`config.mk`:
```
export PLATFORM = sky130hd
export DESIGN_NAME = ltm_alu
export DESIGN_NICKNAME = d
export VERILOG_FILES = /design/src/design/ltm_pkg.sv /design/src/design/ltm_alu.sv
export SDC_FILE = /design/constraint.sdc
export NUM_CORES = 2
export LEC_CHECK = 0
export ABC_AREA = 1
export BUFFER_PORTS_ARGS = -buffer_cell sky130_fd_sc_hd__buf_2
export CAP_MARGIN = 0
export CORE_ASPECT_RATIO = 0.6
export CORE_MARGIN = 8
export CORE_UTILIZATION = 35
export DETAILED_ROUTE_END_ITERATION = 7
export PLACE_DENSITY = 0.61
export SYNTH_ARGS = -nofsm -noshare
export SYNTH_HDL_FRONTEND = slang
export SYNTH_SLANG_ARGS = --single-unit
```
`constraint.sdc`:
```
create_clock -name clk -period 25.2 [get_ports clk]
set_input_delay 3.78 -clock clk [delete_from_list [all_inputs] [get_ports clk]]
set_output_delay 3.78 -clock clk [all_outputs]
set_load 0.01 [all_outputs]
```
`src/design/ltm_pkg.sv`:
```
`timescale 1ns / 1ps

package ltm_pkg;

  localparam int MAX_DIM   = 8;
  localparam int TRI_DEPTH = MAX_DIM * (MAX_DIM + 1) / 2;
  localparam int IDX_W     = $clog2(TRI_DEPTH);
  localparam int ROW_W     = $clog2(MAX_DIM);

  localparam int FLD_W     = 3;
  localparam int MODE_W    = 3;
  localparam int DIM_W     = 4;
  localparam int DATA_W    = 32;
  localparam int FRAC_W    = 16;
  localparam int S_TDATA_W = 40;
  localparam int M_TDATA_W = 40;

  localparam int PROD_W    = 2 * DATA_W;
  localparam int TERM_W    = PROD_W - FRAC_W;
  localparam int ACC_W     = TERM_W + $clog2(MAX_DIM);

  // determinant steps feed back through the whole pipe
  localparam int DET_GAP   = 4;
  localparam int GAP_W     = $clog2(DET_GAP);

  localparam logic [DIM_W-1:0] DIM_RESET = 4'd8;

  localparam logic signed [DATA_W-1:0] Q_ONE = DATA_W'(1) << FRAC_W;
  localparam logic signed [DATA_W-1:0] Q_MAX = {1'b0, {(DATA_W-1){1'b1}}};
  localparam logic signed [DATA_W-1:0] Q_MIN = {1'b1, {(DATA_W-1){1'b0}}};
  localparam logic signed [PROD_W-1:0] RND_HALF = PROD_W'(1) << (FRAC_W - 1);

  typedef enum logic [MODE_W-1:0] {
    OP_LOAD_A = 3'd0,
    OP_LOAD_B = 3'd1,
    OP_ADD    = 3'd2,
    OP_SUB    = 3'd3,
    OP_SCALE  = 3'd4,
    OP_MUL    = 3'd5,
    OP_DET    = 3'd6
  } ltm_op_t;

  typedef enum logic {
    ST_IDLE,
    ST_RUN
  } ltm_state_t;

  typedef struct packed {
    ltm_op_t          op;
    logic             first;
    logic             elast;
    logic             emit;
    logic             rlast;
    logic             start;
    logic [FLD_W-1:0] row;
    logic [FLD_W-1:0] col;
  } ltm_tag_t;

  typedef struct packed {
    logic             v;
    ltm_tag_t         tag;
    logic             a_ok;
    logic             b_ok;
    logic [IDX_W-1:0] addr_a;
    logic [IDX_W-1:0] addr_b;
  } ltm_issue_t;

  typedef struct packed {
    logic              we_a;
    logic              we_b;
    logic [IDX_W-1:0]  addr;
    logic [DATA_W-1:0] data;
  } ltm_wr_t;

  // packed row start: r*(r+1)/2
  function automatic logic [IDX_W-1:0] tri_base(input logic [ROW_W-1:0] r);
    logic [31:0] p;
    p = 32'(r) * (32'(r) + 32'd1);
    return IDX_W'(p >> 1);
  endfunction

endpackage

```
`src/design/ltm_alu.sv`:
```
`timescale 1ns / 1ps

module ltm_alu (
  input  logic                                 clk,
  input  logic                                 rst,
  input  ltm_pkg::ltm_issue_t                  iss,
  input  logic [ltm_pkg::DATA_W-1:0]           a_rdata,
  input  logic [ltm_pkg::DATA_W-1:0]           b_rdata,
  input  logic signed [ltm_pkg::DATA_W-1:0]    scalar,
  input  logic                                 m_tready,
  output logic                                 m_tvalid,
  output logic [ltm_pkg::M_TDATA_W-1:0]        m_tdata,
  output logic [0:0]                           m_tuser,
  output logic                                 m_tlast,
  output logic                                 adv,
  output logic                                 busy
);

  logic                                 s1_v, s2_v, s3_v, s4_v;
  ltm_pkg::ltm_tag_t                    s1_tag, s2_tag, s3_tag, s4_tag;
  logic                                 s1_aok, s1_bok;
  logic signed [ltm_pkg::PROD_W-1:0]    s2_val;
  logic                                 s2_rnd;
  logic signed [ltm_pkg::TERM_W-1:0]    s3_term;
  logic signed [ltm_pkg::ACC_W-1:0]     s4_acc;
  logic signed [ltm_pkg::DATA_W-1:0]    det_reg;
  logic                                 det_ovf;

  logic signed [ltm_pkg::DATA_W-1:0]    a_op, b_op, x, y;
  logic signed [ltm_pkg::PROD_W-1:0]    prod;
  logic signed [ltm_pkg::DATA_W:0]      sum;
  logic                                 rnd;
  logic signed [ltm_pkg::PROD_W-1:0]    s2_val_next;
  logic signed [ltm_pkg::TERM_W-1:0]    s3_term_next;
  logic signed [ltm_pkg::ACC_W-1:0]     s4_acc_next;
  logic                                 sat_ovf, det_ovf_next, out_load, m_tvalid_next;
  logic signed [ltm_pkg::DATA_W-1:0]    sat_val;

  logic [ltm_pkg::FLD_W-1:0]            out_row, out_col;
  logic [ltm_pkg::DATA_W-1:0]           result;
  logic                                 overflow, last;

  assign adv  = !m_tvalid || m_tready;
  assign busy = s1_v || s2_v || s3_v || s4_v;

  // stage 1: operand select, one multiply or one add or subtract
  always_comb begin
    a_op = s1_aok ? a_rdata : '0;
    b_op = s1_bok ? b_rdata : '0;
    case (s1_tag.op)
      ltm_pkg::OP_MUL: begin
        x   = a_op;
        y   = b_op;
        rnd = 1'b1;
      end
      ltm_pkg::OP_SCALE: begin
        x   = a_op;
        y   = scalar;
        rnd = 1'b1;
      end
      ltm_pkg::OP_DET: begin
        x   = s1_tag.start ? ltm_pkg::Q_ONE : det_reg;
        y   = a_op;
        rnd = 1'b1;
      end
      default: begin
        x   = a_op;
        y   = b_op;
        rnd = 1'b0;
      end
    endcase
    prod = x * y;
    if (s1_tag.op == ltm_pkg::OP_SUB) begin
      sum = (ltm_pkg::DATA_W+1)'(a_op) - (ltm_pkg::DATA_W+1)'(b_op);
    end else begin
      sum = (ltm_pkg::DATA_W+1)'(a_op) + (ltm_pkg::DATA_W+1)'(b_op);
    end
    s2_val_next = rnd ? prod : ltm_pkg::PROD_W'(sum);
  end

  // stage 2: round products half up back to q16.16; sums pass unchanged
  always_comb begin
    if (s2_rnd) begin
      s3_term_next = ltm_pkg::TERM_W'((s2_val + ltm_pkg::RND_HALF) >>> ltm_pkg::FRAC_W);
    end else begin
      s3_term_next = ltm_pkg::TERM_W'(s2_val);
    end
  end

  // stage 3: accumulate
  assign s4_acc_next = s3_tag.first ? ltm_pkg::ACC_W'(s3_term)
                                    : s4_acc + ltm_pkg::ACC_W'(s3_term);

  // stage 4: saturate
  always_comb begin
    sat_ovf = !((&s4_acc[ltm_pkg::ACC_W-1:ltm_pkg::DATA_W-1]) ||
                !(|s4_acc[ltm_pkg::ACC_W-1:ltm_pkg::DATA_W-1]));
    if (sat_ovf) begin
      sat_val = s4_acc[ltm_pkg::ACC_W-1] ? ltm_pkg::Q_MIN : ltm_pkg::Q_MAX;
    end else begin
      sat_val = s4_acc[ltm_pkg::DATA_W-1:0];
    end
    det_ovf_next  = sat_ovf || (!s4_tag.start && det_ovf);
    out_load      = adv && s4_v && s4_tag.emit;
    m_tvalid_next = out_load ? 1'b1 : (m_tready ? 1'b0 : m_tvalid);
  end

  always_ff @(posedge clk) begin
    if (rst) begin
      s1_v     <= 1'b0;
      s2_v     <= 1'b0;
      s3_v     <= 1'b0;
      s4_v     <= 1'b0;
      m_tvalid <= 1'b0;
    end else begin
      m_tvalid <= m_tvalid_next;
      if (adv) begin
        s1_v <= iss.v;
        s2_v <= s1_v;
        s3_v <= s2_v;
        s4_v <= s3_v;
      end
    end
  end

  always_ff @(posedge clk) begin
    if (adv) begin
      s1_tag  <= iss.tag;
      s1_aok  <= iss.a_ok;
      s1_bok  <= iss.b_ok;
      s2_tag  <= s1_tag;
      s2_val  <= s2_val_next;
      s2_rnd  <= rnd;
      s3_tag  <= s2_tag;
      s3_term <= s3_term_next;
      if (s3_v) begin
        s4_tag <= s3_tag;
        s4_acc <= s4_acc_next;
      end
      if (s4_v && (s4_tag.op == ltm_pkg::OP_DET)) begin
        det_reg <= sat_val;
        det_ovf <= det_ovf_next;
      end
    end
    if (out_load) begin
      out_row  <= s4_tag.row;
      out_col  <= s4_tag.col;
      result   <= sat_val;
      overflow <= (s4_tag.op == ltm_pkg::OP_DET) ? det_ovf_next : sat_ovf;
      last     <= s4_tag.rlast;
    end
  end

  assign m_tdata = {{(ltm_pkg::M_TDATA_W - 2*ltm_pkg::FLD_W - ltm_pkg::DATA_W){1'b0}},
                    result, out_col, out_row};
  assign m_tuser = overflow;
  assign m_tlast = last;

`ifndef SYNTHESIS
  assert property (@(posedge clk) disable iff (rst)
    !adv |=> $stable({s1_v, s2_v, s3_v, s4_v}))
    else $error("pipe moved while output stalled");

  assert property (@(posedge clk) disable iff (rst)
    (s4_v && (s4_tag.op == ltm_pkg::OP_DET)) |-> (!s3_v && !s2_v))
    else $error("determinant step overlaps the next one");

  assert property (@(posedge clk) disable iff (rst)
    (s1_v && (s1_tag.op == ltm_pkg::OP_MUL) && !s1_tag.first) |-> s2_v)
    else $error("gap inside a dot product");
`endif

endmodule
```
==> reports/metrics.yaml <==
status: "completed"
cp.required_ns: 25.52
syn_area_sq_um: 59500
start_util_pct: 35.2
avgViaCountPerCell: 4.97
fin_area_sq_um: 63800
pin_count: 173
gp_congestion: 1.01
finalNonFillerCells: 10200
numCtsBuffers: 29
cts_tree: "built"
drt_iter0_drc: 5427
finalSetupTns_ns: 0
yosysWarnings: 0
synth-seq-cells: 295
port_buffers: 157
fin_crit_ns: 12.69
grt_setup_unrepaired: "no"
dpl.hpwl_mm: 192
first_pass_iters: 6
largest_reg_flops: 64
finalWirelength_mm: 228
nNetsFinal: 9372
layout-drive-gt1-share_pct: 4.83
path_max_fanout: 32
fillers: 17600
slew_headroom_pct: 2.07
cap_violations: 0
grt_pass1_wl_mm: 340
postSynthAreaPerCell_sq_um: 7.57
fin_skew_ns: 0.0237
synth_top_area_share_pct: 36.4
max_freq_mhz: 78.8
clk_latency_ns: 0.60
r2r_slack_ns: 14.08
cts.sinks: 295
setup_viol_count_final: 0
num_vias: 50600
slowest_stage: "fa_1"
synthToLayoutAreaGrowth_pct: 7.19
cp-start-kind: "input pin"
regMostFlops: "s2_val"
grtUsageTotal_pct: 24.7
htreeDepth: 1
cts_resized: 0
grt_pass1_vias: 50600
cp-end-kind: "register"
ys_types: 47
synth_edf_count: 290
yosysSeqAreaShare_pct: 14.8
synthArstFlopShare_pct: 0
postCtsSetupBuffers: 0
rows: 117
synth_ff_type: "edfxtp_1"
yosys.area.top_type: "fa_1"
timing_worst_slew_pin_value_ns: 1.45
design.die.area_sq_um: 184000
crit_arrival_ns: 13.02
antenna_found_initial: 9
detailed_place.area_sq_um: 62900
syn_inst: 7865
die_x_microns: 549
die_y_microns: 336
clk_pin_slew_ns: 0.07
fin_crit_sh_pct: 50.4
slowest_delay_ns: 1.00
cts-root-buf: "clkbuf_16"
hold_buffers: 0
synth_area_leaders: "fa_1, nand2_1, edfxtp_1, inv_1, ha_1"
hold_path_class: "register to register"
dp_cells: 10100
top_regs: "s2_val (64), s4_acc (51), s3_term (48)"
crit_type: "input pin to register"
seqCellArea_sq_um: 8810
finalMaxSlewViolations: 0
drtAntennaViolNets: 0
overflow: 0
core_area_sq_um: 169000
drc: 0
multiInputGateArea_sq_um: 41800
hold_viol_final: 0
wl_per_cell_microns: 22.4
grt_max_degree: 107
clockBufferDepth: 3
-- placed cells by master (no fill, tap or decap), types with 7 or more instances in the layout --
master	netlist	layout
edfxtp_1	290	290
xor2_1	60	60
ha_1	268	268
fa_1	1084	1084
buf_4	2	100
nor4_1	18	18
nand2_2	17	18
buf_2	42	158
or2_2	22	22
clkbuf_16	0	29
nand2_1	2484	2483
a21oi_1	188	188
a31oi_1	7	7
o211ai_1	33	33
o21bai_1	27	27
inv_1	2097	2079
nand3b_1	24	24
nand4_1	63	63
nand3_1	260	260
clkinv_1	0	13
o31ai_1	11	11
o21ai_0	204	194
o21ai_1	3	11
xnor2_1	26	26
nor2_1	298	294
nor3_1	52	50
and2_1	10	10
a21boi_0	13	13
inv_2	1	11
-- through the flow --
stage	util, %	setup WS (ns)	hold slack, ns
after global routing	37.7	12.18	0.427
after global placement	37.1	12.17	0.401
after CTS	37.7	12.69	0.421
final	37.7	12.51	0.419
after floorplan	-	14.14	0.400
after detailed placement	37.1	12.06	0.405
-- metal layers --
| layer | track usage [%] | routed length (microns) | up-vias |
|---|---|---|---|
| met5 | 0 | 285 | - |
| met4 | 2.72 | 2890 | 2 |
| met3 | 7.04 | 28400 | 142 |
| met2 | 31.3 | 80500 | 2419 |
| met1 | 41.2 | 116000 | 25000 |
| li1 | - | - | 23100 |
-- cell usage after synthesis, types with 5 or more instances --
| master | instances |
|---|---|
| o21ai_0 | 204 |
| buf_1 | 6 |
| a21boi_0 | 13 |
| or2_2 | 22 |
| xnor2_1 | 26 |
| nand3_1 | 260 |
| a31oi_1 | 7 |
| o31ai_1 | 11 |
| xor2_1 | 60 |
| dfxtp_1 | 5 |
| buf_2 | 42 |
| fa_1 | 1084 |
| nand2_4 | 5 |
| o21a_1 | 5 |
| a21oi_1 | 188 |
| inv_1 | 2097 |
| nand4_1 | 63 |
| nand2_1 | 2484 |
| o211ai_1 | 33 |
| edfxtp_1 | 290 |
| nor2_1 | 298 |
| nor3_1 | 52 |
| and2_1 | 10 |
| nor4_1 | 18 |
| o21bai_1 | 27 |
| buf_6 | 6 |
| nand3b_1 | 24 |
| nand2_2 | 17 |
| ha_1 | 268 |
| clkbuf_1 | 208 |
-- final timing paths --
check | from | to | cells after the start
setup / recovery | a_rdata[5] | s2_val[58] | 34
setup reg to reg | s1_tag[11] | s2_val[58] | 34
hold / removal | s4_tag[0] | out_col[0] | 0
hold reg to reg | s4_tag[0] | out_col[0] | 0
-- final cells by class --
class                   instances  share of cell area [%]
diodes                          2                 0.00784
clock inverters                21                   0.294
repair buffers                260                    2.46
multi-input cells            5208                    65.5
flip-flops and latches        295                    13.8
inverters                    2098                    12.3
well taps                    2261                    4.43
clock buffers                  31                    1.15
-- cell families (layout without fill, tap and decap cells) --
family	count (synthesis)	count (layout)	share of synthesized area, %
buffers and inverters	2363	2410	15.1
other	1	4	0.00630
AO/OA/AOI/OAI	500	500	4.64
flip-flops	295	295	14.8
AND/OR/NAND/NOR	3268	3268	22.1
adder cells (fa/ha/maj)	1352	1352	42.1
XOR/XNOR	86	86	1.26
-- critical path, delay by kind of cell --
family,cells,cell delay [ns]
buffers and inverters,11,2.14
adder cells (fa/ha/maj),9,4.92
AO/OA/AOI/OAI,1,0.13
AND/OR/NAND/NOR,13,1.96
Power is not shown: default switching activity piles up to over one toggle a cycle in this logic, so the estimate is an artifact.
