## config.mk

```make
export PLATFORM = sky130hd
export DESIGN_NAME = ltm_seq
export DESIGN_NICKNAME = d
export VERILOG_FILES = /design/src/design/ltm_pkg.sv /design/src/design/ltm_seq.sv
export SDC_FILE = /design/constraint.sdc
export NUM_CORES = 1
export LEC_CHECK = 0
export BUFFER_PORTS_ARGS = -buffer_cell sky130_fd_sc_hd__buf_2
export CORE_AREA = 8 8 121 145
export DETAILED_ROUTE_END_ITERATION = 16
export DIE_AREA = 0 0 129 153
export PLACE_DENSITY = 0.75
export SYNTH_ARGS = -nofsm -noshare
export SYNTH_HDL_FRONTEND = slang
export SYNTH_SLANG_ARGS = --single-unit
```

## constraint.sdc

```tcl
create_clock -name clk -period 4.9 [get_ports clk]
set_input_delay 0.735 -clock clk [delete_from_list [all_inputs] [get_ports clk]]
set_output_delay 0.735 -clock clk [all_outputs]
set_load 0.1 [all_outputs]
```

## src/design/ltm_pkg.sv

```systemverilog
`timescale 1ns / 1ps

package ltm_pkg;

  localparam int MAX_DIM   = 8;
  localparam int TRI_DEPTH = MAX_DIM * (MAX_DIM + 1) / 2;
  localparam int IDX_W     = $clog2(TRI_DEPTH);
  localparam int ROW_W     = $clog2(MAX_DIM);

  localparam int FLD_W     = 3;
  localparam int MODE_W    = 3;
  localparam int DIM_W     = 4;
  localparam int DATA_W    = 32;
  localparam int FRAC_W    = 16;
  localparam int S_TDATA_W = 40;
  localparam int M_TDATA_W = 40;

  localparam int PROD_W    = 2 * DATA_W;
  localparam int TERM_W    = PROD_W - FRAC_W;
  localparam int ACC_W     = TERM_W + $clog2(MAX_DIM);

  // determinant steps feed back through the whole pipe
  localparam int DET_GAP   = 4;
  localparam int GAP_W     = $clog2(DET_GAP);

  localparam logic [DIM_W-1:0] DIM_RESET = 4'd8;

  localparam logic signed [DATA_W-1:0] Q_ONE = DATA_W'(1) << FRAC_W;
  localparam logic signed [DATA_W-1:0] Q_MAX = {1'b0, {(DATA_W-1){1'b1}}};
  localparam logic signed [DATA_W-1:0] Q_MIN = {1'b1, {(DATA_W-1){1'b0}}};
  localparam logic signed [PROD_W-1:0] RND_HALF = PROD_W'(1) << (FRAC_W - 1);

  typedef enum logic [MODE_W-1:0] {
    OP_LOAD_A = 3'd0,
    OP_LOAD_B = 3'd1,
    OP_ADD    = 3'd2,
    OP_SUB    = 3'd3,
    OP_SCALE  = 3'd4,
    OP_MUL    = 3'd5,
    OP_DET    = 3'd6
  } ltm_op_t;

  typedef enum logic {
    ST_IDLE,
    ST_RUN
  } ltm_state_t;

  typedef struct packed {
    ltm_op_t          op;
    logic             first;
    logic             elast;
    logic             emit;
    logic             rlast;
    logic             start;
    logic [FLD_W-1:0] row;
    logic [FLD_W-1:0] col;
  } ltm_tag_t;

  typedef struct packed {
    logic             v;
    ltm_tag_t         tag;
    logic             a_ok;
    logic             b_ok;
    logic [IDX_W-1:0] addr_a;
    logic [IDX_W-1:0] addr_b;
  } ltm_issue_t;

  typedef struct packed {
    logic              we_a;
    logic              we_b;
    logic [IDX_W-1:0]  addr;
    logic [DATA_W-1:0] data;
  } ltm_wr_t;

  // packed row start: r*(r+1)/2
  function automatic logic [IDX_W-1:0] tri_base(input logic [ROW_W-1:0] r);
    logic [31:0] p;
    p = 32'(r) * (32'(r) + 32'd1);
    return IDX_W'(p >> 1);
  endfunction

endpackage

```

## src/design/ltm_seq.sv

```systemverilog
`timescale 1ns / 1ps

module ltm_seq (
  input  logic                                     clk,
  input  logic                                     rst,
  input  logic                                     s_tvalid,
  output logic                                     s_tready,
  input  logic [ltm_pkg::S_TDATA_W-1:0]            s_tdata,
  input  logic [ltm_pkg::MODE_W-1:0]               s_tuser,
  input  logic                                     cfg_wen,
  input  logic [ltm_pkg::DIM_W-1:0]                cfg_wdata,
  input  logic                                     adv,
  input  logic                                     busy,
  output ltm_pkg::ltm_issue_t                      iss,
  output ltm_pkg::ltm_wr_t                         wr,
  output logic signed [ltm_pkg::DATA_W-1:0]        scalar
);

  ltm_pkg::ltm_state_t              state, state_next;
  ltm_pkg::ltm_op_t                 op;
  logic [ltm_pkg::DIM_W-1:0]        dimension;
  logic [ltm_pkg::ROW_W-1:0]        ci, cj, ck, n_last;
  logic [ltm_pkg::GAP_W-1:0]        gap;
  logic [ltm_pkg::TRI_DEPTH-1:0]    a_valid, b_valid;

  logic                             accept;
  ltm_pkg::ltm_op_t                 in_mode;
  logic [ltm_pkg::FLD_W-1:0]        in_row, in_col;
  logic [ltm_pkg::DATA_W-1:0]       in_value;
  logic                             in_compute, ld_ok, run_end;

  assign in_mode  = ltm_pkg::ltm_op_t'(s_tuser);
  assign in_row   = s_tdata[ltm_pkg::FLD_W-1:0];
  assign in_col   = s_tdata[2*ltm_pkg::FLD_W-1:ltm_pkg::FLD_W];
  assign in_value = s_tdata[2*ltm_pkg::FLD_W+ltm_pkg::DATA_W-1:2*ltm_pkg::FLD_W];
  assign accept   = s_tvalid && s_tready;

  assign in_compute = (in_mode == ltm_pkg::OP_ADD) || (in_mode == ltm_pkg::OP_SUB) ||
                      (in_mode == ltm_pkg::OP_SCALE) || (in_mode == ltm_pkg::OP_MUL) ||
                      (in_mode == ltm_pkg::OP_DET);
  // elements above the diagonal or outside the store are dropped
  assign ld_ok = (32'(in_row) < ltm_pkg::MAX_DIM) && (in_col <= in_row);

  always_comb begin
    if (dimension == '0) begin
      n_last = '0;
    end else if (32'(dimension) > ltm_pkg::MAX_DIM) begin
      n_last = ltm_pkg::ROW_W'(ltm_pkg::MAX_DIM - 1);
    end else begin
      n_last = ltm_pkg::ROW_W'(dimension - ltm_pkg::DIM_W'(1));
    end
  end

  assign run_end = (cj == ci) && (ci == n_last);

  // next state
  always_comb begin
    state_next = state;
    case (state)
      ltm_pkg::ST_IDLE: begin
        if (accept && in_compute) begin
          state_next = ltm_pkg::ST_RUN;
        end
      end
      ltm_pkg::ST_RUN: begin
        if (adv && iss.v && iss.tag.rlast) begin
          state_next = ltm_pkg::ST_IDLE;
        end
      end
      default: state_next = ltm_pkg::ST_IDLE;
    endcase
  end

  // outputs
  always_comb begin
    s_tready = (state == ltm_pkg::ST_IDLE) && !busy;

    wr.we_a = accept && (in_mode == ltm_pkg::OP_LOAD_A) && ld_ok;
    wr.we_b = accept && (in_mode == ltm_pkg::OP_LOAD_B) && ld_ok;
    wr.addr = ltm_pkg::tri_base(ltm_pkg::ROW_W'(in_row)) + ltm_pkg::IDX_W'(in_col);
    wr.data = in_value;

    iss           = '0;
    iss.tag.op    = op;
    iss.tag.start = 1'b0;
    case (op)
      ltm_pkg::OP_MUL: begin
        iss.addr_a    = ltm_pkg::tri_base(ci) + ltm_pkg::IDX_W'(ck);
        iss.addr_b    = ltm_pkg::tri_base(ck) + ltm_pkg::IDX_W'(cj);
        iss.tag.first = (ck == cj);
        iss.tag.elast = (ck == ci);
        iss.tag.emit  = (ck == ci);
        iss.tag.rlast = (ck == ci) && run_end;
        iss.tag.row   = ltm_pkg::FLD_W'(ci);
        iss.tag.col   = ltm_pkg::FLD_W'(cj);
      end
      ltm_pkg::OP_DET: begin
        iss.addr_a    = ltm_pkg::tri_base(ci) + ltm_pkg::IDX_W'(ci);
        iss.addr_b    = iss.addr_a;
        iss.tag.first = 1'b1;
        iss.tag.elast = 1'b1;
        iss.tag.emit  = (ci == n_last);
        iss.tag.rlast = (ci == n_last);
        iss.tag.start = (ci == '0);
        iss.tag.row   = '0;
        iss.tag.col   = '0;
      end
      default: begin
        iss.addr_a    = ltm_pkg::tri_base(ci) + ltm_pkg::IDX_W'(cj);
        iss.addr_b    = iss.addr_a;
        iss.tag.first = 1'b1;
        iss.tag.elast = 1'b1;
        iss.tag.emit  = 1'b1;
        iss.tag.rlast = run_end;
        iss.tag.row   = ltm_pkg::FLD_W'(ci);
        iss.tag.col   = ltm_pkg::FLD_W'(cj);
      end
    endcase
    iss.v    = (state == ltm_pkg::ST_RUN) && ((op != ltm_pkg::OP_DET) || (gap == '0));
    iss.a_ok = a_valid[iss.addr_a];
    iss.b_ok = b_valid[iss.addr_b];
  end

  always_ff @(posedge clk) begin
    if (rst) begin
      state     <= ltm_pkg::ST_IDLE;
      dimension <= ltm_pkg::DIM_RESET;
      a_valid   <= '0;
      b_valid   <= '0;
      ci        <= '0;
      cj        <= '0;
      ck        <= '0;
      gap       <= '0;
    end else begin
      state <= state_next;
      if (cfg_wen) begin
        dimension <= cfg_wdata;
      end
      if (wr.we_a) begin
        a_valid[wr.addr] <= 1'b1;
      end
      if (wr.we_b) begin
        b_valid[wr.addr] <= 1'b1;
      end
      if (accept && in_compute) begin
        ci  <= '0;
        cj  <= '0;
        ck  <= '0;
        gap <= '0;
      end else if ((state == ltm_pkg::ST_RUN) && adv) begin
        if (op == ltm_pkg::OP_DET) begin
          gap <= gap + 1'b1;
          if (iss.v) begin
            ci <= ci + 1'b1;
          end
        end else if (iss.v) begin
          // k walks j..i for multiply, then next column, then next row
          if ((op == ltm_pkg::OP_MUL) && (ck != ci)) begin
            ck <= ck + 1'b1;
          end else if (cj != ci) begin
            cj <= cj + 1'b1;
            ck <= cj + 1'b1;
          end else begin
            ci <= ci + 1'b1;
            cj <= '0;
            ck <= '0;
          end
        end
      end
    end
  end

  always_ff @(posedge clk) begin
    if (accept && in_compute) begin
      op     <= in_mode;
      scalar <= in_value;
    end
  end

`ifndef SYNTHESIS
  assert property (@(posedge clk) disable iff (rst)
    (state == ltm_pkg::ST_RUN) |-> !(wr.we_a || wr.we_b))
    else $error("store written during a run");

  assert property (@(posedge clk) disable iff (rst)
    (iss.v && (iss.tag.op == ltm_pkg::OP_DET) && adv) |=> !iss.v)
    else $error("determinant steps issued too close");
`endif

endmodule

```

==> results.json <==
{
  "grt_max_degree": 78,
  "synthCells": 840,
  "worstSetupPathType": "flop to output pin",
  "grt_pass1_vias": 6996,
  "synth.cell_area_um2": 7400,
  "synthMuxAreaShare_pct": 5.04,
  "io_pins": 155,
  "end_kind": "output pin",
  "post-route-min-period_ns": 5.66,
  "cts.sinks": 123,
  "nets": 1156,
  "yosys_warnings": 0,
  "synthAdderAreaFrac_pct": 12.2,
  "failed_checks": "negative setup slack",
  "regArea_um2": 2820,
  "syn_avg_cell_area_um2": 8.80,
  "setup_ws_ns": -0.763,
  "dp.cells": 1215,
  "ys_ff_latch": 123,
  "drtPass1Iterations": 4,
  "cp_max_fo": 4,
  "synthArstFlopShare_pct": 0,
  "placementRows": 50,
  "layoutNonFillerInstCount": 1261,
  "worst_pin_slew_ns": 0.821,
  "hold_class": "flop to flop",
  "drt-wirelength-per-cell_um": 16.3,
  "top_layer_used": "met4",
  "hpwl_um": 14900,
  "cts_htree_levels": 4,
  "vias": 6685,
  "syn_nets": 956,
  "synth.distinct_cells": 59,
  "synth_top_area_share_pct": 23.8,
  "final_core_util_pct": 65.7,
  "max_freq_ghz": 0.177,
  "drive_above_1_share_pct": 33.6,
  "max_slew_margin_pct": 45.3,
  "cp_slowest_cell": "fa_2",
  "setup_violations": 4,
  "die_y_um": 153,
  "cp.required_ns": 4.16,
  "die-area_um2": 19700,
  "synth_edf_count": 35,
  "die_x_um": 129,
  "wirelength_um": 20500,
  "skew_ns": 0.0106,
  "drt_iter0_markers": 343,
  "hold_buffers": 0,
  "ant_nets": 0,
  "synthSimpleGateAreaFrac_pct": 17.2,
  "drc": 0,
  "leakagePower_uw": 0.00451,
  "track_usage_pct": 21.0,
  "path_common_cell": "ha_4",
  "synth.largest_area_cell": "dfxtp_1",
  "dp_slack_ns": -0.417,
  "synth_top_family_by_area": "simple AND/OR/NAND/NOR gates",
  "cts_buffers": 17,
  "peakVddDrop_v": 0.000310,
  "syn_to_final_growth_pct": 36.1,
  "wl_met3_um": 1400,
  "gr-total-overflow": 0,
  "multi_input_area_um2": 4370,
  "path_clk_slew_ns": 0.06,
  "crit_path_start_kind": "flop",
  "io_buffers": 152,
  "gp_congestion": 0.925,
  "post-route-period-util_pct": 116,
  "final-hold-violation-count": 0,
  "cts_tree": "done",
  "rsz0062_at_grt": "true",
  "cts.path.max_buffers": 2,
  "fp.coreArea_um2": 15300,
  "synth-xor-area-share_pct": 4.03,
  "cts-root-buf": "clkbuf_16",
  "ys_seq_area_share_pct": 38.0,
  "fillers": 1205,
  "routed_via_density": 5.30,
  "pwr_density_cell_nw_per_um2": 323,
  "synth_top_flop_cell": "dfxtp_1",
  "maxCapViolCount": 0,
  "maxSlewViolCount": 0,
  "grt_pass1_wl_um": 32900,
  "status": "finished, violations left",
  "clk_latency_ns": 0.41,
  "synth-compound-area-share_pct": 15.0,
  "cp.arrival_ns": 4.93,
  "slowest_delay_ns": 0.60,
  "antenna_found_initial": 0,
  "wl_met1_um": 7930,
  "path_cells": "ha_4 > inv_2 > ha_4 > inv_2 > nand2_2 > fa_1 > inv_2 > ha_4 > fa_2 > ha_4 > xor2_4 > nor3_2 > a311o_2 > nor2_4 > buf_4 > and3_1 > o31ai_4 > a2bb2oi_2 > o211ai_1 > and3b_4 > buf_12",
  "n_antenna_cell": 0,
  "synth_area_leaders": "dfxtp_1, edfxtp_1, ha_1",
  "start_util_pct": 48.3,
  "dr_wl_met2_um": 10500
}
## worst max-delay path, delay by kind of cell, from the launching register on
| kind | cells | cell delay (ns) |
|---|---|---|
| and+or+nand+nor | 5 | 0.89 |
| buffers and inverters | 5 | 0.48 |
| DFF | 1 | 0.36 |
| xor gates and xnor gates | 1 | 0.19 |
| AOI/OAI and AO/OA | 4 | 0.77 |
| adders and majority gates | 6 | 1.83 |
## placed cells by master (no fill, tap or decap), types with 13 or more instances in the layout
master	synthesis	routed
dfxtp_1	88	86
edfxtp_1	35	35
nand2_1	40	35
nand2b_1	14	14
buf_12	0	14
inv_1	64	55
o21ai_0	18	15
nor2_1	125	124
clkbuf_16	0	17
xnor2_1	18	14
buf_4	33	80
xor2_1	16	15
nand3_1	27	24
ha_1	49	42
fa_1	14	13
buf_2	6	139
a21oi_1	104	98
mux2i_1	26	25
## routing by layer
layer | track usage [%] | vias up
li1 | - | 3253
met1 | 21.8 | 3140
met2 | 37.0 | 237
met3 | 6.65 | 55
met4 | 10.3 | 0
met5 | 0 | -
## cells by family (layout without fill, tap and decap cells)
group                    Yosys count  in the layout
multiplexers                      36             36
AND/OR/NAND/NOR                  273            273
adder cells (fa/ha/maj)           64             64
AO/OA/AOI/OAI                    182            182
XOR/XNOR                          34             34
flip-flops                       123            123
buffers and inverters            128            341
## power breakdown
part           switching (uW)  internal, uW
clock network             459           917
logic                     602           204
registers                9.49          1060
total                    1070          2180
## state kept, by name, indices dropped and copies added, names as in the netlist, 2 cells and up
| name | flops |
|---|---|
| dimension | 4 |
| ck | 3 |
| b_valid | 36 |
| gap | 2 |
| ci | 3 |
| a_valid | 36 |
| cj | 3 |
| scalar | 32 |
| op | 3 |
## cells in the mapped netlist (all sizes together), types with 2 or more instances
cell type and instances:
a211o 2, a211oi 6, a21o 11, a21oi 104, a22oi 4, a31oi 2, and2 13, and3 5
and3b 3, buf 43, clkbuf 19, dfxtp 88, edfxtp 35, fa 14, ha 49, inv 65
mux2 10, mux2i 26, nand2 42, nand2b 14, nand3 27, nand3b 3, nand4 4, nor2 126
nor2b 12, nor3 13, nor3b 3, nor4 3, o211ai 12, o21ai 19, o22ai 4, o2bb2ai 2
o31ai 5, or2 4, xnor2 18, xor2 16
## timing repair
item | 4_1_cts | 5_1_grt
endpoints found under the hold margin | 0 | 0
resized for setup | 48 | 27
endpoints found under the setup margin | 8 | 8
pin swaps | 19 | 18
buffers inserted | 5 | 9
## stage by stage
stage	hold WS (ns)	area (um2)	power, uW	setup TNS, ns
after global placement	0.442	8980	1880	-0.740
after detailed placement	0.454	8980	1890	-0.834
after floorplan	0.429	7590	1670	-0.772
final	0.464	10100	3250	-1.61
after CTS	0.465	9880	3280	-1.49
after global routing	0.488	10100	3360	-2.44
## area by class of cell
cell class	count	share of cell area (%)
multi-input combinational	589	43.5
sequential	123	28.0
timing repair buffer	243	16.9
clock buffer	18	4.36
tap	208	2.59
inverter	66	2.56
clock inverter	14	2.16
## final timing paths
check	slack, ns	end	cells past startpoint	startpoint
min reg2reg	0.46	b_valid[14]	2	b_valid[14]
min	0.46	b_valid[14]	2	b_valid[14]
max	-0.76	iss[12]	21	ci[1]
max reg2reg	2.65	state	7	op[2]
Power figures use the tool's default switching activity.
